**src/rtl/spim0_pkg.sv**
```systemverilog
// Package for the mode 0 SPI master: command codes, word sizing, FSM states
// and the control/status structs between controller and datapath.
// Depends on nothing; every other file in rtl/ refers to it by scoped names.
package spim0_pkg;

	// Width of one serial word and of the byte-wide item fields.
	localparam int BitsPerWord = 8;
	localparam int DataW       = 8;
	localparam int CmdW        = 3;
	localparam int HalfW       = 8;
	localparam int BitCntW     = ($clog2(BitsPerWord) > 0) ? $clog2(BitsPerWord) : 1;

	typedef logic [BitsPerWord-1:0] word_t;
	typedef logic [DataW-1:0]       data_t;
	typedef logic [CmdW-1:0]        cmd_code_t;
	typedef logic [HalfW-1:0]       half_t;
	typedef logic [BitCntW-1:0]     bit_cnt_t;

	// Command codes; codes five to seven are no-ops.
	localparam cmd_code_t CmdSelect   = 3'd0;
	localparam cmd_code_t CmdDeselect = 3'd1;
	localparam cmd_code_t CmdExchange = 3'd2;
	localparam cmd_code_t CmdSend     = 3'd3;
	localparam cmd_code_t CmdReceive  = 3'd4;

	localparam bit_cnt_t LastBit = BitCntW'(BitsPerWord - 1);

	typedef enum logic [1:0] {
		ST_IDLE,
		ST_HIGH,
		ST_LOW,
		ST_DONE
	} state_t;

	// Commands from the controller to the datapath.
	typedef struct packed {
		logic start;       // command beat accepted this cycle
		logic phase_step;  // advance the counter of the current SCK phase
		logic enter_low;   // end of the high phase: drop SCK
		logic bit_end;     // end of the low phase: sample MISO, next bit
		logic result_load; // move the finished result into the output register
	} dp_ctrl_t;

	// Status from the datapath to the controller.
	typedef struct packed {
		logic start_xfer;  // incoming command runs a word transfer
		logic phase_last;  // last cycle of the current SCK phase
		logic bit_last;    // current bit is the last of the word
	} dp_stat_t;

endpackage

```
**src/rtl/spim0_if.sv**
```systemverilog
// Handshake interfaces for the SPI master: command, result and configuration.
// Depends on spim0_pkg for the payload types.

interface spim0_cmd_if;
	logic                 valid;
	logic                 ready;
	spim0_pkg::cmd_code_t command;
	spim0_pkg::data_t     tx_byte;
	spim0_pkg::data_t     miso_bits;

	modport source (output valid, output command, output tx_byte, output miso_bits,
		input ready);
	modport sink (input valid, input command, input tx_byte, input miso_bits,
		output ready);
endinterface

interface spim0_rsp_if;
	logic             valid;
	logic             ready;
	spim0_pkg::data_t rx_byte;
	logic             select_active;

	modport source (output valid, output rx_byte, output select_active, input ready);
	modport sink (input valid, input rx_byte, input select_active, output ready);
endinterface

interface spim0_cfg_if;
	logic             valid;
	logic             ready;
	spim0_pkg::half_t half_period_cycles;

	modport source (output valid, output half_period_cycles, input ready);
	modport sink (input valid, input half_period_cycles, output ready);
endinterface

```
**src/rtl/spim0_ctrl.sv**
```systemverilog
// Controller FSM of the SPI master: sequences SCK phases and bits, owns the
// command and result handshakes. Depends on spim0_pkg.
module spim0_ctrl (
	input  logic                clk,
	input  logic                arst_n,
	input  logic                cmd_valid,
	output logic                cmd_ready,
	output logic                rsp_valid,
	input  logic                rsp_ready,
	input  spim0_pkg::dp_stat_t stat,
	output spim0_pkg::dp_ctrl_t ctrl
);

	spim0_pkg::state_t state_q, state_d;
	logic              out_valid_q;

	always_ff @(posedge clk or negedge arst_n) begin
		if (!arst_n) begin
			state_q     <= spim0_pkg::ST_IDLE;
			out_valid_q <= 1'b0;
		end else begin
			state_q <= state_d;
			if (ctrl.result_load) begin
				out_valid_q <= 1'b1;
			end else if (rsp_ready) begin
				out_valid_q <= 1'b0;
			end
		end
	end

	always_comb begin
		state_d   = state_q;
		ctrl      = '0;
		cmd_ready = 1'b0;
		case (state_q)
			spim0_pkg::ST_IDLE: begin
				cmd_ready = 1'b1;
				if (cmd_valid) begin
					ctrl.start = 1'b1;
					state_d    = stat.start_xfer ? spim0_pkg::ST_HIGH : spim0_pkg::ST_DONE;
				end
			end
			spim0_pkg::ST_HIGH: begin
				if (stat.phase_last) begin
					ctrl.enter_low = 1'b1;
					state_d        = spim0_pkg::ST_LOW;
				end else begin
					ctrl.phase_step = 1'b1;
				end
			end
			spim0_pkg::ST_LOW: begin
				if (stat.phase_last) begin
					ctrl.bit_end = 1'b1;
					state_d      = stat.bit_last ? spim0_pkg::ST_DONE : spim0_pkg::ST_HIGH;
				end else begin
					ctrl.phase_step = 1'b1;
				end
			end
			spim0_pkg::ST_DONE: begin
				// Wait here while the previous result still sits unclaimed.
				if (!out_valid_q || rsp_ready) begin
					ctrl.result_load = 1'b1;
					state_d          = spim0_pkg::ST_IDLE;
				end
			end
			default: begin
				state_d = spim0_pkg::ST_IDLE;
			end
		endcase
	end

	assign rsp_valid = out_valid_q;

	a_ctl_cmd_only: assert property (@(posedge clk) disable iff (!arst_n)
		(ctrl.start && !stat.start_xfer) |=> (state_q == spim0_pkg::ST_DONE))
		else $error("chip select command did not go straight to result");

	a_last_bit_done: assert property (@(posedge clk) disable iff (!arst_n)
		(ctrl.bit_end && stat.bit_last) |=> (state_q == spim0_pkg::ST_DONE))
		else $error("transfer did not end after the last bit");

	a_no_overwrite: assert property (@(posedge clk) disable iff (!arst_n)
		(out_valid_q && !rsp_ready) |-> !ctrl.result_load)
		else $error("pending result overwritten");

endmodule

```
**src/rtl/spim0_dp.sv**
```systemverilog
// Datapath of the SPI master: chip select, SCK, shift registers, phase and
// bit counters, divider register and the result register. Depends on spim0_pkg.
module spim0_dp (
	input  logic                 clk,
	input  logic                 arst_n,
	input  spim0_pkg::dp_ctrl_t  ctrl,
	output spim0_pkg::dp_stat_t  stat,
	input  spim0_pkg::cmd_code_t command,
	input  spim0_pkg::data_t     tx_byte,
	input  spim0_pkg::data_t     miso_bits,
	input  logic                 cfg_valid,
	input  spim0_pkg::half_t     cfg_half,
	output spim0_pkg::data_t     rx_byte,
	output logic                 select_active
);

	spim0_pkg::half_t     half_q;
	spim0_pkg::half_t     phase_q;
	spim0_pkg::half_t     phase_end;
	spim0_pkg::bit_cnt_t  bit_q;
	logic                 cs_n_q;
	logic                 sck_q;
	spim0_pkg::word_t     tx_sr_q;   // MSB is the MOSI line
	spim0_pkg::word_t     miso_sr_q;
	spim0_pkg::word_t     rx_sr_q;
	logic                 keep_rx_q;
	spim0_pkg::data_t     rx_out_q;
	logic                 sel_out_q;
	logic                 is_xfer;

	assign is_xfer = (command == spim0_pkg::CmdExchange) || (command == spim0_pkg::CmdSend)
		|| (command == spim0_pkg::CmdReceive);

	// A divider of zero runs as one.
	assign phase_end = (half_q == '0) ? '0 : half_q - 1'b1;

	assign stat.start_xfer = is_xfer;
	assign stat.phase_last = (phase_q == phase_end);
	assign stat.bit_last   = (bit_q == spim0_pkg::LastBit);

	always_ff @(posedge clk or negedge arst_n) begin
		if (!arst_n) begin
			half_q  <= spim0_pkg::HalfW'(1);
			phase_q <= '0;
			bit_q   <= '0;
			cs_n_q  <= 1'b1;
			sck_q   <= 1'b0;
		end else begin
			if (cfg_valid) begin
				half_q <= cfg_half;
			end
			if (ctrl.start) begin
				phase_q <= '0;
				bit_q   <= '0;
				sck_q   <= is_xfer;
				if (command == spim0_pkg::CmdSelect) begin
					cs_n_q <= 1'b0;
				end else if (command == spim0_pkg::CmdDeselect) begin
					cs_n_q <= 1'b1;
				end
			end else if (ctrl.phase_step) begin
				phase_q <= phase_q + 1'b1;
			end else if (ctrl.enter_low) begin
				phase_q <= '0;
				sck_q   <= 1'b0;
			end else if (ctrl.bit_end) begin
				phase_q <= '0;
				if (stat.bit_last) begin
					bit_q <= '0;
				end else begin
					bit_q <= bit_q + 1'b1;
					sck_q <= 1'b1;
				end
			end
		end
	end

	// A select, deselect, send or unused code clears the keep flag at start, so its
	// result carries a zero byte.
	always_ff @(posedge clk) begin
		if (ctrl.start) begin
			tx_sr_q   <= (command == spim0_pkg::CmdReceive) ? '0 : spim0_pkg::word_t'(tx_byte);
			miso_sr_q <= spim0_pkg::word_t'(miso_bits);
			rx_sr_q   <= '0;
			keep_rx_q <= (command == spim0_pkg::CmdExchange)
				|| (command == spim0_pkg::CmdReceive);
		end else if (ctrl.bit_end) begin
			tx_sr_q   <= tx_sr_q << 1;
			miso_sr_q <= miso_sr_q << 1;
			rx_sr_q   <= {rx_sr_q[spim0_pkg::BitsPerWord-2:0],
				miso_sr_q[spim0_pkg::BitsPerWord-1]};
		end
		if (ctrl.result_load) begin
			rx_out_q  <= keep_rx_q ? spim0_pkg::DataW'(rx_sr_q) : '0;
			sel_out_q <= !cs_n_q;
		end
	end

	assign rx_byte       = rx_out_q;
	assign select_active = sel_out_q;

	a_sck_low_at_result: assert property (@(posedge clk) disable iff (!arst_n)
		ctrl.result_load |-> !sck_q)
		else $error("SCK not idle low at end of command");

	a_sck_falls: assert property (@(posedge clk) disable iff (!arst_n)
		ctrl.enter_low |=> (!sck_q && (phase_q == '0)))
		else $error("SCK did not fall at end of high phase");

endmodule

```
**src/rtl/spi_master_mode0_byte_unit.sv**
```systemverilog
// Top level of the mode 0 SPI master: joins the controller FSM and the datapath
// to the command, result and configuration channels. Depends on spim0_pkg,
// the spim0 interfaces, spim0_ctrl and spim0_dp.
//
//   channel  modport  payload                           beat taken when
//   cmd      sink     command, tx_byte, miso_bits       cmd.valid && cmd.ready
//   rsp      source   rx_byte, select_active            rsp.valid && rsp.ready
//   cfg      sink     half_period_cycles                cfg.valid && cfg.ready
//
// A transfer command shifts eight bits, with H the half period (zero counts
// as one). Select, deselect and unused codes go straight from their beat to
// the result. The SCK phase counter in the datapath paces a transfer: each of
// the eight bits spends one half period high and one half period low, and
// MISO is sampled after the low phase. Reset (arst_n low) releases chip select,
// parks SCK low and sets H to one. The result sits in an output register; a
// new command beat is taken while it waits, and only the next result waits in
// the controller until it is claimed.
module spi_master_mode0_byte_unit (
	input logic       clk,
	input logic       arst_n,
	spim0_cmd_if.sink cmd,
	spim0_rsp_if.source rsp,
	spim0_cfg_if.sink cfg
);

	spim0_pkg::dp_ctrl_t ctrl;
	spim0_pkg::dp_stat_t stat;

	// Configuration is taken on any cycle; it is to be written only while idle, which the block itself does not enforce.
	assign cfg.ready = 1'b1;

	spim0_ctrl u_ctrl (
		.clk       (clk),
		.arst_n    (arst_n),
		.cmd_valid (cmd.valid),
		.cmd_ready (cmd.ready),
		.rsp_valid (rsp.valid),
		.rsp_ready (rsp.ready),
		.stat      (stat),
		.ctrl      (ctrl)
	);

	spim0_dp u_dp (
		.clk           (clk),
		.arst_n        (arst_n),
		.ctrl          (ctrl),
		.stat          (stat),
		.command       (cmd.command),
		.tx_byte       (cmd.tx_byte),
		.miso_bits     (cmd.miso_bits),
		.cfg_valid     (cfg.valid),
		.cfg_half      (cfg.half_period_cycles),
		.rx_byte       (rsp.rx_byte),
		.select_active (rsp.select_active)
	);

endmodule

```
**src/flat_wrapper.sv**
```systemverilog
// flat-port wrapper written by rule: the top's interface ports become plain ports
module spi_master_mode0_byte_unit_flat 
  (clk, arst_n, cmd_valid, cmd_command, cmd_tx_byte, cmd_miso_bits, cmd_ready, rsp_valid, rsp_rx_byte, rsp_select_active, rsp_ready, cfg_valid, cfg_half_period_cycles, cfg_ready);
  spim0_cmd_if cmd_i ();
  spim0_rsp_if rsp_i ();
  spim0_cfg_if cfg_i ();
  input logic clk;
  input logic arst_n;
  input wire logic [$bits(cmd_i.valid)-1:0] cmd_valid;
  input wire logic [$bits(cmd_i.command)-1:0] cmd_command;
  input wire logic [$bits(cmd_i.tx_byte)-1:0] cmd_tx_byte;
  input wire logic [$bits(cmd_i.miso_bits)-1:0] cmd_miso_bits;
  output wire logic [$bits(cmd_i.ready)-1:0] cmd_ready;
  output wire logic [$bits(rsp_i.valid)-1:0] rsp_valid;
  output wire logic [$bits(rsp_i.rx_byte)-1:0] rsp_rx_byte;
  output wire logic [$bits(rsp_i.select_active)-1:0] rsp_select_active;
  input wire logic [$bits(rsp_i.ready)-1:0] rsp_ready;
  input wire logic [$bits(cfg_i.valid)-1:0] cfg_valid;
  input wire logic [$bits(cfg_i.half_period_cycles)-1:0] cfg_half_period_cycles;
  output wire logic [$bits(cfg_i.ready)-1:0] cfg_ready;
  assign cmd_i.valid = cmd_valid;
  assign cmd_i.command = cmd_command;
  assign cmd_i.tx_byte = cmd_tx_byte;
  assign cmd_i.miso_bits = cmd_miso_bits;
  assign cmd_ready = cmd_i.ready;
  assign rsp_valid = rsp_i.valid;
  assign rsp_rx_byte = rsp_i.rx_byte;
  assign rsp_select_active = rsp_i.select_active;
  assign rsp_i.ready = rsp_ready;
  assign cfg_i.valid = cfg_valid;
  assign cfg_i.half_period_cycles = cfg_half_period_cycles;
  assign cfg_ready = cfg_i.ready;
  spi_master_mode0_byte_unit u_core (.clk(clk), .arst_n(arst_n), .cmd(cmd_i), .rsp(rsp_i), .cfg(cfg_i));
endmodule
```
**config.mk**
```make
export PLATFORM = sky130hd
export DESIGN_NAME = spi_master_mode0_byte_unit_flat
export DESIGN_NICKNAME = d
export VERILOG_FILES = /design/src/rtl/spim0_pkg.sv /design/src/rtl/spim0_if.sv /design/src/rtl/spim0_ctrl.sv /design/src/rtl/spim0_dp.sv /design/src/rtl/spi_master_mode0_byte_unit.sv /design/src/flat_wrapper.sv
export SDC_FILE = /design/constraint.sdc
export NUM_CORES = 1
export LEC_CHECK = 0
export BUFFER_PORTS_ARGS = -buffer_cell sky130_fd_sc_hd__buf_2
export CAP_MARGIN = 20
export CORE_UTILIZATION = 38
export DETAILED_ROUTE_END_ITERATION = 12
export PLACE_DENSITY_LB_ADDON = 0.25
export SLEW_MARGIN = 20
export SYNTH_ARGS = -nofsm -noshare
export SYNTH_HDL_FRONTEND = slang
export SYNTH_SLANG_ARGS = --single-unit
export TNS_END_PERCENT = 20
```
**constraint.sdc**
```tcl
create_clock -name clk -period 3.8 [get_ports clk]
set_input_delay 0.38 -clock clk [delete_from_list [all_inputs] [get_ports clk]]
set_output_delay 0.38 -clock clk [all_outputs]
set_load 0.05 [all_outputs]
```
# --- Word level (Yosys, flattened, before mapping) ---
# Cells that the tools add are included.
# Widths: inputs -> output; s select.
op_classes:
  n_addsub: 3
  eq_ne: 15
  mux: 33
  n_reduce_logical: 17
ops:
  columns: ["operator", "count"]
  rows:
  - ["$mux 8", 7]
  - ["$mux 3", 5]
  - ["$mux 1", 14]
  - ["$mux 2", 6]
  - ["$add 8x1->8 const B", 1]
  - ["$eq 8x8->1", 1]
  - ["$logic_not 8->1", 1]
  - ["$ne 2x1->1 const B", 4]
  - ["$pmux 2 s4", 1]
  - ["$sub 8x1->8 const B", 1]
  - ["$eq 3x2->1 const B", 2]
  - ["$eq 3x3->1 const B", 2]
  - ["$reduce_bool 2->1", 3]
  - ["$eq 2x2->1 const B", 2]
  - ["$logic_or 1x1->1", 4]
  - ["$ne 2x2->1 const B", 2]
  - ["$reduce_and 4->1", 1]
  - ["$reduce_bool 4->1", 1]
  - ["$add 3x1->3 const B", 1]
  - ["$eq 3x1->1 const B", 1]
  - ["$logic_not 3->1", 1]
  - ["$reduce_and 3->1", 1]
  - ["$eq 2x1->1 const B", 1]
  - ["$logic_not 1->1", 2]
  - ["other kinds (3)", 3]
word_totals:
  regBits: 49
  out_inout_bits: 12
  word_cells: 79

# --- Longest topological paths before layout ---
# Gate-level depths: netlist of the first run.
logic_depth:
  depth_word: 9
  mapped_depth: 10

# --- By module ---
# From an unflattened synthesis of the first run, not the netlist that was laid out.
unflattened:
  hier_cells: 226
  hier_area_um2: 2536.2
modules_own_cells:
  columns: ["mod", "n_inst", "cells_each", "area_per_inst_um2"]
  rows:
  - ["spim0_dp", 1, 196, 2248.4]
  - ["spim0_ctrl", 1, 28, 276.5]
  - ["spi_master_mode0_byte_unit", 1, 2, 11.3]

# --- Worst setup path before layout of the first run ---
# OpenSTA, ideal clock, no wires.
synth_path:
  kind: "flip-flop to flip-flop"
  start: "register u_core.u_dp.half_q[0]"
  end: "register u_core.u_dp.miso_sr_q[0] (enable)"
  setup_time_ps: 330
  arrival_time_ps: 2510
  t_required_ps: 3470
  slack_ps: 960
  path_stages_with_launch: 10
  n_path_buf: 1
  path_cell_list: "dfstp_2 -> inv_1 -> ha_1 -> nor3b_1 -> and2_1 -> o32a_4 -> nor4_4 -> and4_1 -> buf_4 -> or2_1"
synth_between:
  elab_chain_len: 6
  elab_cells_between_ends: 7
  cone_classes: "1 x add/sub; 1 x eq/ne; 3 x mux; 2 x reduce/logical"
synth_rtl:
  columns: ["element", "line", "rtl"]
  rows:
  - ["start, declared", "spim0_dp.sv:17", "spim0_pkg::half_t half_q;"]
  - ["start signal, assigned", "spim0_dp.sv:43", "half_q <= spim0_pkg::HalfW'(1);"]
  - ["start signal, assigned", "spim0_dp.sv:50", "half_q <= cfg_half;"]
  - ["$sub 8x1->8 or $logic_not 8->1 (tied branches)", "spim0_dp.sv:35", "assign phase_end = (half_q == '0) ? '0 : half_q - 1'b1;"]
  - ["$mux 8 (*)", "spim0_dp.sv:35", null]
  - ["$eq 8x8->1 (*)", "spim0_dp.sv:38", "assign stat.phase_last = (phase_q == phase_end);"]
  - ["$mux 1 (*)", "spim0_ctrl.sv:52", "if (stat.phase_last) begin"]
  - ["$mux 1 (*)", "spim0_ctrl.sv:35", "case (state_q)"]
  - ["$reduce_bool 2->1 (no source line) (*)", null, null]
  - ["end signal, assigned", "spim0_dp.sv:83", "miso_sr_q <= spim0_pkg::word_t'(miso_bits);"]
  - ["end signal, assigned", "spim0_dp.sv:89", "miso_sr_q <= miso_sr_q << 1;"]
  - ["end, declared", "spim0_dp.sv:24", "spim0_pkg::word_t miso_sr_q;"]
# Every way passes the cells marked *; elsewhere a longest branch is shown, timed or not.
# A chain may end at the register's enable or synchronous reset.

# --- Worst setup path after layout of the first run ---
layout_path:
  start: "register u_core.u_dp.half_q[0]"
  end: "register u_core.u_ctrl.state_q[0]"
layout_between:
  elab_chain_len: 5
  elab_cells_between_ends: 7
  cone_classes: "1 x add/sub; 3 x eq/ne; 1 x mux; 2 x reduce/logical"
layout_rtl:
  columns: ["element", "line", "rtl"]
  rows:
  - ["$sub 8x1->8 or $logic_not 8->1 (tied branches)", "spim0_dp.sv:35", null]
  - ["$mux 8 (*)", "spim0_dp.sv:35", null]
  - ["$eq 8x8->1 (*)", "spim0_dp.sv:38", null]
  - ["$ne 2x1->1 (no source line)", null, null]
  - ["$reduce_and 4->1 (no source line) (*)", null, null]
  - ["end signal, assigned", "spim0_ctrl.sv:19", "state_q <= spim0_pkg::ST_IDLE;"]
  - ["end signal, assigned", "spim0_ctrl.sv:22", "state_q <= state_d;"]
  - ["end, declared", "spim0_ctrl.sv:14", "spim0_pkg::state_t state_q, state_d;"]
# Marks and branches as above.

==> results.json, run 1 <==
{
  "critPathArrivalTime_ps": 3160,
  "synth.yosys.seq_area_share_pct": 49.3,
  "yosys-top-cells-area": "edfxtp_1 (21%), dfrtp_1 (20%), dfxtp_1 (6.2%)",
  "h-tree-depth": 2,
  "fin_setup_tns_ps": 0,
  "r2r_cells": 9,
  "dpl.hpwl_mm": 3.43,
  "via_count": 1858,
  "whs_ps": 56.8,
  "fmaxAchievable_mhz": 340,
  "powerDensity_mw_per_mm2": 600,
  "synth_top_cell_by_area": "edfxtp_1",
  "gp_congestion": 0.741,
  "syn-num-nets": 290,
  "cap_violations": 0,
  "postSynthAreaPerCell_sq_um": 10.4,
  "cts-root-buf": "clkbuf_8",
  "crit_type": "flop to flop",
  "hold_buffers": 0,
  "grt_pass1_wl_mm": 8.10,
  "diodes": 0,
  "final_cell_mix": "buf_2 (34), nand2_1 (33), dfrtp_1 (21)",
  "skew_ps": 6.69,
  "hold_path_class": "primary input to asynchronous set/reset pin",
  "worstPathMaxFanout": 6,
  "final_common_cell": "buf_2",
  "cp.required_ps": 4030,
  "synth-seq-cells": 49,
  "yosysWarnings": 0,
  "grt_overflow": 0,
  "rsz0062_at_grt": "no",
  "worst_pin_slew_ps": 620,
  "fillers": 605,
  "cp-start-kind": "flop",
  "multiInputGateArea_sq_mm": 0.00122,
  "synth_edf_count": 18,
  "synth_top_area_share_pct": 20.8,
  "numCtsBuffers": 5,
  "setup_viol": 0,
  "pin_count": 44,
  "r2r-start": "u_core.u_dp.half_q[0]",
  "synth_area_sq_mm": 0.00259,
  "wl_per_cell_um": 13.0,
  "layout-drive-gt1-share_pct": 22.2,
  "period_minus_slack_ps": 2940,
  "drtPass1Iterations": 6,
  "io_buffers": 34,
  "dieArea_sq_mm": 0.00716,
  "worst_r2r_endpoint": "u_core.u_ctrl.state_q[0]",
  "ant_nets": 0,
  "fin_util_pct": 45.5,
  "cts_resized": 0,
  "fp.dieW_um": 84.6,
  "async_flop_share_pct": 46.9,
  "rows": 29,
  "areaGrowthSynthToFinish_pct": 13.4,
  "seqCellArea_sq_mm": 0.00128,
  "core_sq_mm": 0.00646,
  "hold_viol_final": 0,
  "slew_headroom_pct": 58.6,
  "grt_pass1_vias": 1779,
  "wl_mm": 4.71,
  "antenna_found_initial": 0,
  "peakVddDrop_v": 0.000235,
  "end_kind": "flop",
  "synth_cell_types": 54,
  "fin_crit_sh_pct": 77.3,
  "post-route-drc-count": 0,
  "netlist_instances": 250,
  "nets": 323,
  "cts.sinks": 49,
  "track_usage_pct": 14.3,
  "start_util_pct": 40.1,
  "clock_path_buffers": 2,
  "clk_pin_slew_worst_paths_ps": 90,
  "grt_max_degree": 24,
  "die_h_um": 84.6,
  "viasPerCell": 5.15,
  "insertion_delay_ps": 300,
  "cts_tree": "built",
  "status": "finished clean",
  "r2r_setup_slack_ps": 860,
  "p_leak_nw": 1.30,
  "synth-main-ff-cell": "dfrtp_1",
  "post_cts_buffers": 0,
  "drt_iter0_drc": 95,
  "slew_violations": 0
}
cell type report:
cell class                 instances  share of cell area [%]
timing repair buffer              35                    6.05
inverter                          13                    1.66
sequential                        49                    43.5
clock inverter                     3                    1.58
clock buffer                       5                    2.34
tap                               77                    3.28
multi-input combinational        179                    41.6
sequential cells by signal, indices dropped and copies added, names as in the netlist:
name                       cells
u_core.u_dp.select_active      1
u_core.u_dp.half_q             8
u_core.u_dp.phase_q            8
u_core.u_dp.keep_rx_q          1
u_core.u_dp.rx_byte            8
u_core.u_dp.bit_q              3
u_core.u_ctrl.state_q          2
u_core.u_dp.cs_n_q             1
u_core.u_dp.rx_sr_q            8
u_core.u_dp.miso_sr_q          8
u_core.u_ctrl.rsp_valid        1
where the power goes:
part,leakage [nW],internal (mW),total (mW),switching (mW)
combinational,0.718,0.235,0.639,0.404
sequential,0.523,0.672,0.743,0.0710
clock,0.0543,0.197,0.380,0.183
total,1.30,1.10,1.76,0.658
metal layers:
| metal | vias up | GRT usage (%) | wire (um) |
|---|---|---|---|
| met1 | 887 | 18.3 | 2270 |
| li1 | 941 | - | - |
| met2 | 24 | 24.3 | 2240 |
| met3 | 6 | 2.95 | 132 |
| met5 | - | 0 | 0 |
| met4 | 0 | 4.16 | 62 |
worst max-delay path by stage:
stage	start	to
after global routing	u_core.u_dp.half_q[0]	u_core.u_ctrl.state_q[0]
after global placement	u_core.u_dp.half_q[0]	u_core.u_dp.miso_sr_q[0]
after floorplan	u_core.u_dp.half_q[0]	u_core.u_dp.miso_sr_q[0]
final	u_core.u_dp.half_q[0]	u_core.u_ctrl.state_q[0]
after detailed placement	u_core.u_dp.half_q[0]	u_core.u_dp.miso_sr_q[5]
after CTS	u_core.u_dp.half_q[0]	u_core.u_dp.miso_sr_q[7]
cells in the mapped netlist, types with 3 or more instances:
cell type and count:
nand2_1 33, mux2_2 7, a21oi_1 5, dfrtp_1 21, xor2_1 3, or3_1 5
a21boi_0 4, edfxtp_1 18, o21ai_0 11, xnor2_1 3, nor2b_1 3, mux2i_1 14
and3_1 5, nand2b_1 4, clkbuf_1 4, nand4_1 3, or2_2 3, dfxtp_1 8
o21ai_1 6, inv_1 13, nor2_1 18, and2_1 13, ha_1 8
critical path, stage by stage, from the launching register on:
cell and delay, ps:
dfstp_2 580, inv_1 60, ha_1 280, nor3b_1 190, and2_1 160, o32a_4 390
nor4_4 370, nand3_1 130, a222oi_1 460, mux2i_1 250
cells by family after synthesis:
logic type | count (synthesis) | share of synthesized area (%)
multiplexers | 21 | 8.45
AO/OA/AOI/OAI | 39 | 10.3
adder cells (fa/ha/maj) | 8 | 3.86
AND/OR/NAND/NOR | 103 | 21.4
flip-flops | 49 | 49.3
buffers and inverters | 22 | 3.52
XOR/XNOR | 7 | 3.04
other | 1 | 0.145
per-stage QoR:
| step | setup slack (ps) | power (mW) | instance area (sq um) | cells |
|---|---|---|---|---|
| after floorplan | 960 | 1.25 | 2590 | 250 |
| after global placement | 848 | 1.39 | 2820 | 353 |
| after detailed placement | 864 | 1.40 | 2820 | 353 |
| after CTS | 842 | 1.79 | 2940 | 361 |
| after global routing | 597 | 1.89 | 2940 | 361 |
| final | 863 | 1.76 | 2940 | 361 |
Note: power is estimated with default switching activity, not from simulation.
==> run 2, diff against run 1 <==
Clock period 3.8 ns to 3.05 ns, I/O delays scaled along.
==> run 2 against run 1 <==
Net effect:
- the run now ends with DRC left
- power increased by 27%
- combinational power increased by 31%
- hold slack improved by 140 ps
- global-route usage about the same
- clock power increased by 25%
- wire length increased by 1.1%
- final cell count increased by 1.1%
- sequential cell count unchanged
- clock skew increased by 6.6 ps
- die area unchanged
- fmax increased by 2.2%
- critical endpoint is now u_core.u_ctrl.state_q[1]
- largest cell class unchanged
==> results.json, run 2 (synthesis results as in run 1) <==
{
  "clock_path_buffers": 2,
  "track_usage_pct": 14.3,
  "start_util_pct": 40.1,
  "drt_iter0_drc": 85,
  "drtPass1Iterations": 11,
  "layout-drive-gt1-share_pct": 23.6,
  "end_kind": "flop",
  "grt_pass1_wl_mm": 8.15,
  "placed_cells_incl_taps": 356,
  "cts_tree": "built",
  "grt_max_degree": 24,
  "diodes": 0,
  "switchingPower_uw": 836,
  "core_sq_mm": 0.00646,
  "grt_overflow": 0,
  "crit_family": "compound AO/OA/AOI/OAI gates",
  "rows": 29,
  "hold_path_class": "primary input to flop",
  "grt_pass1_vias": 1833,
  "p_int_mw": 1.40,
  "combPwrFrac_pct": 37.4,
  "rsz0062_at_grt": "no",
  "cp-start-kind": "flop",
  "clk_pin_slew_worst_paths_ps": 100,
  "io_buffers": 34,
  "violations": "DRC",
  "pin_count": 44,
  "insertion_delay_ps": 310,
  "wl_mm": 4.76,
  "crit_buf_inv": 1,
  "areaGrowthSynthToFinish_pct": 15.0,
  "crit_path_max_incr_delay_ps": 580,
  "cts-root-buf": "clkbuf_8",
  "dpl.hpwl_mm": 3.49,
  "skew_ps": 13.3,
  "powerDensity_mw_per_mm2": 749,
  "post-route-drc-count": 2,
  "die_h_um": 84.6,
  "via_count": 1889,
  "switching_share_pct": 37.4,
  "clkPwrFrac_pct": 21.3,
  "setup_viol": 0,
  "dieArea_sq_mm": 0.00716,
  "pwr-share-seq_pct": 41.3,
  "fp.dieW_um": 84.6,
  "hold_viol_final": 0,
  "fin_area_sq_mm": 0.00298,
  "worstPathMaxFanout": 6,
  "wl_per_cell_um": 13.0,
  "period_minus_slack_ps": 2870,
  "fin_cells": 365,
  "peakVddDrop_v": 0.000277,
  "fillers": 628,
  "slew_headroom_pct": 59.9,
  "cp.required_ps": 3280,
  "cp_slowest_cell": "dfstp_2",
  "antenna_found_initial": 0,
  "viasPerCell": 5.18,
  "crit_type": "flop to flop",
  "dpl-instance-area_sq_mm": 0.00285,
  "final_common_cell": "buf_2",
  "cts.sinks": 49,
  "status": "finished, violations left",
  "fin_setup_tns_ps": 0,
  "final_cell_mix": "buf_2 (34), nand2_1 (33), dfrtp_1 (21)",
  "cap_violations": 0,
  "nets": 327,
  "critPathArrivalTime_ps": 3110,
  "fin_crit_sh_pct": 94.2,
  "p_leak_nw": 1.32,
  "h-tree-depth": 2,
  "ant_nets": 0,
  "crit_chain": "inv_1 > ha_1 > nor3b_1 > and2_1 > o32a_4 > nor4_4 > nand3_1 > a222oi_1 > mux2i_1",
  "worst_pin_slew_ps": 596,
  "gp_congestion": 0.761,
  "slew_violations": 0,
  "numCtsBuffers": 5,
  "fmaxAchievable_mhz": 348
}
## run 2: routing by layer
| layer | share of wire [%] | up-vias | track usage, % |
|---|---|---|---|
| li1 | - | 948 | - |
| met1 | 48 | 903 | 17.8 |
| met2 | 47 | 32 | 24.5 |
| met3 | 3.3 | 6 | 3.24 |
| met4 | 1.4 | 0 | 4.78 |
| met5 | 0 | - | 0 |
## run 2: repair_timing
item | in CTS | in global routing
hold endpoints to repair | 17 | 0
setup buffers | 0 | 0
setup endpoints to repair | 0 | 18
hold buffers | 1 | 0
resized for setup | 0 | 2
## run 2: power groups by stage
stage               combinational (mW)  clock [mW]  sequential (mW)
CTS                              0.832       0.490            0.924
finish                           0.835       0.475            0.923
floorplan                        0.524           0             1.03
global placement                 0.810           0            0.935
global route                     0.924       0.516            0.940
detailed placement               0.825           0            0.939
## run 2: worst min-delay path: stages
cell     delay (ps)
buf_2            70
nand2_1          40
o21ai_0          60
## run 2: final cells by class
type                            instances  area [sq um]  share of cell area [%]
Clock buffer                            5          68.8                    2.31
Timing Repair Buffer                   39           210                    7.05
Inverter                               13          48.8                    1.64
Sequential cell                        49          1280                    42.9
Tap cell                               77          96.3                    3.23
Multi-Input combinational cell        179          1230                    41.3
Clock inverter                          3          46.3                    1.55
## run 2: worst paths after layout
check                                          start                       end  slack (ps)  depth (start not counted)
max reg2reg                    u_core.u_dp.half_q[0]  u_core.u_ctrl.state_q[1]         180                          9
min in group asynchronous                     arst_n     u_core.u_dp.half_q[2]         500                          2
min                        cfg_half_period_cycles[1]     u_core.u_dp.half_q[1]         200                          3
max                            u_core.u_dp.half_q[0]  u_core.u_ctrl.state_q[1]         180                          9
max in group asynchronous                     arst_n        u_core.u_dp.cs_n_q        2170                          2
min reg2reg                   u_core.u_dp.rx_sr_q[7]    u_core.u_dp.rx_sr_q[7]         490                          2
## run 2: per-stage QoR
stage	hold WS, ps	power (mW)	setup WS [ps]	utilization [%]
after floorplan	9.41	1.56	210	-
after global placement	327	1.75	133	44.1
after detailed placement	336	1.76	51.2	44.1
after CTS	190	2.25	26.6	46.0
after global routing	214	2.38	28.8	46.2
final	199	2.23	176	46.2
==> run 3, diff against run 2 <==
Settings changed: BUFFER_PORTS_ARGS -buffer_cell sky130_fd_sc_hd__buf_2 to unset, DONT_BUFFER_PORTS set to 1.
==> run 3 against run 2 <==
Net effect:
- the flow still finishes with violations (DRC)
- setup slack worse by 46 ps
- register-to-register slack got worse by 50 ps
- non-clock buffer count fell by 34
- sequential share of layout area rose by 2.9 points
- via count down 11%
- final cell count is 9.3% lower
- clock-buffer cell count unchanged
- hold slack worse by 130 ps
- sequential power increased by 13%
- sequential cell count stayed put
- critical path type unchanged
- largest power group unchanged
==> results.json, run 3 (synthesis results as in run 1) <==
{
  "grt_pass1_vias": 1520,
  "critPathArrivalTime_ps": 3100,
  "cts.sinks": 49,
  "finalPower_mw": 2.08,
  "crit_path_max_incr_delay_ps": 570,
  "crit_chain": "inv_1 > ha_1 > nor3b_1 > and2_1 > o32a_4 > nor4_4 > and4_1 > buf_4 > mux2i_1 > nor2_1",
  "holdPathEnd": "u_core.u_dp.half_q[0]",
  "slew_violations": 0,
  "rsz0062_at_grt": "yes",
  "nets": 293,
  "r2r-start": "u_core.u_dp.half_q[0]",
  "wl_mm": 4.40,
  "slew_headroom_pct": 58.2,
  "final_cell_mix": "nand2_1 (33), dfrtp_1 (21), nor2_1 (18), edfxtp_1 (18), mux2i_1 (14)",
  "viasPerCell": 5.06,
  "skew_ps": 6.15,
  "r2r_cells": 10,
  "grt_pass1_wl_mm": 7.17,
  "worst_pin_slew_ps": 626,
  "powerDensity_mw_per_mm2": 745,
  "whs_ps": 65.5,
  "cap_violations": 0,
  "fin_util_pct": 43.2,
  "crit_type": "flop to flop",
  "io_buffers": 0,
  "cts-root-buf": "clkbuf_8",
  "ant_nets": 0,
  "p_leak_nw": 1.18,
  "fin_crit_sh_pct": 95.7,
  "cts_tree": "built",
  "pwr-share-seq_pct": 50.1,
  "setup_viol": 0,
  "post-route-drc-count": 1,
  "worstPathMaxFanout": 9,
  "r2r_setup_slack_ps": 130,
  "pin_count": 44,
  "start_util_pct": 40.1,
  "fp.dieW_um": 84.6,
  "fin_area_sq_mm": 0.00279,
  "antenna_found_initial": 0,
  "combPwrFrac_pct": 30.9,
  "post_cts_buffers": 0,
  "fillers": 610,
  "dpl-instance-area_sq_mm": 0.00267,
  "die_h_um": 84.6,
  "switching_share_pct": 38.6,
  "gp_congestion": 0.738,
  "status": "finished, violations left",
  "numCtsBuffers": 5,
  "layout-drive-gt1-share_pct": 13.0,
  "wl_per_cell_um": 13.3,
  "grt_overflow": 0,
  "dieArea_sq_mm": 0.00716,
  "clkPwrFrac_pct": 19.0,
  "peakVddDrop_v": 0.000299,
  "areaGrowthSynthToFinish_pct": 7.72,
  "holdPathStages": 1,
  "min_from": "cfg_valid",
  "rows": 29,
  "dpl.hpwl_mm": 3.21,
  "drt_iter0_drc": 78,
  "hold_path_class": "primary input to flop",
  "track_usage_pct": 12.8,
  "hold_viol_final": 0,
  "period_minus_slack_ps": 2920,
  "cp_slowest_cell": "dfstp_2",
  "core_sq_mm": 0.00646,
  "clock_path_buffers": 2,
  "switchingPower_uw": 802,
  "diodes": 0,
  "grt_max_degree": 24,
  "drtPass1Iterations": 11,
  "final_common_cell": "nand2_1",
  "fmaxAchievable_mhz": 342,
  "via_count": 1675,
  "insertion_delay_ps": 310,
  "violations": "DRC",
  "worst_r2r_endpoint": "u_core.u_dp.rx_sr_q[3]",
  "cp.required_ps": 3230,
  "cp-start-kind": "flop",
  "end_kind": "flop",
  "clk_pin_slew_worst_paths_ps": 100,
  "p_int_mw": 1.28,
  "h-tree-depth": 2
}
run 3: cell types whose count changed in the layout (fill, tap and decap cells not counted):
cell / before / now
buf_4: 4 / 3
xnor2_1: 2 / 3
clkinv_2: 0 / 1
bufinv_16: 1 / 0
clkinv_4: 1 / 2
buf_2: 34 / 0
buf_12: 0 / 1
xnor2_2: 1 / 0
clkinvlp_4: 1 / 0
run 3: layout make-up:
cell class | instances | area [sq um] | area share, %
clock buffers | 5 | 68.8 | 2.46
clock inverters | 3 | 22.5 | 0.806
inverters | 13 | 48.8 | 1.75
multi-input cells | 179 | 1220 | 43.9
flip-flops and latches | 49 | 1280 | 45.8
well taps | 77 | 96.3 | 3.45
repair buffers | 5 | 52.6 | 1.88
run 3: worst max-delay path by stage:
stage                          start                  endpoint  slack, ps  cells past startpoint
2_1_floorplan  u_core.u_dp.half_q[0]  u_core.u_dp.miso_sr_q[0]        210                      9
3_3_place_gp   u_core.u_dp.half_q[0]  u_core.u_dp.miso_sr_q[0]        130                      8
3_5_place_dp   u_core.u_dp.half_q[0]  u_core.u_dp.miso_sr_q[5]        110                      8
4_1_cts        u_core.u_dp.half_q[0]  u_core.u_dp.miso_sr_q[7]         80                      8
5_1_grt        u_core.u_dp.half_q[0]    u_core.u_dp.rx_sr_q[3]        -30                     10
6_report       u_core.u_dp.half_q[0]    u_core.u_dp.rx_sr_q[3]        130                     10
run 3: per-stage QoR:
| stage | cells | setup TNS [ps] | worst slack (ps) |
|---|---|---|---|
| floorplan | 250 | 0 | 210 |
| global placement | 321 | 0 | 131 |
| detailed placement | 321 | 0 | 107 |
| CTS | 331 | 0 | 82.4 |
| global route | 331 | -58.7 | -33.9 |
| finish | 331 | 0 | 130 |
run 3: timing repair:
action | CTS | global route
gates resized for setup | 0 | 1
hold buffers | 2 | 0
endpoints found under the hold margin | 23 | 0
setup endpoints to repair | 0 | 12
run 3: worst max-delay path: cells and delay by family, from the launching register on:
kind	cells	cell delay [ps]
AO/OA/AOI/OAI	1	390
adder cells (fa/ha/maj)	1	270
buffers and inverters	2	270
flip-flops	1	570
multiplexers	1	220
AND/OR/NAND/NOR	5	1050
run 3: power groups by stage:
stage	logic, mW	clock network (mW)	registers, mW
after global routing	0.715	0.432	1.06
after detailed placement	0.631	0	1.06
after floorplan	0.524	0	1.03
after CTS	0.645	0.408	1.04
after global placement	0.626	0	1.06
final	0.643	0.395	1.04
run 3: per-layer routing:
layer,share of wire (%),GRT usage (%),up-vias
met5,0,0,-
met4,1.5,5.55,0
met3,3.4,2.95,5
met2,46,19.9,26
met1,49,17.2,765
li1,-,-,879
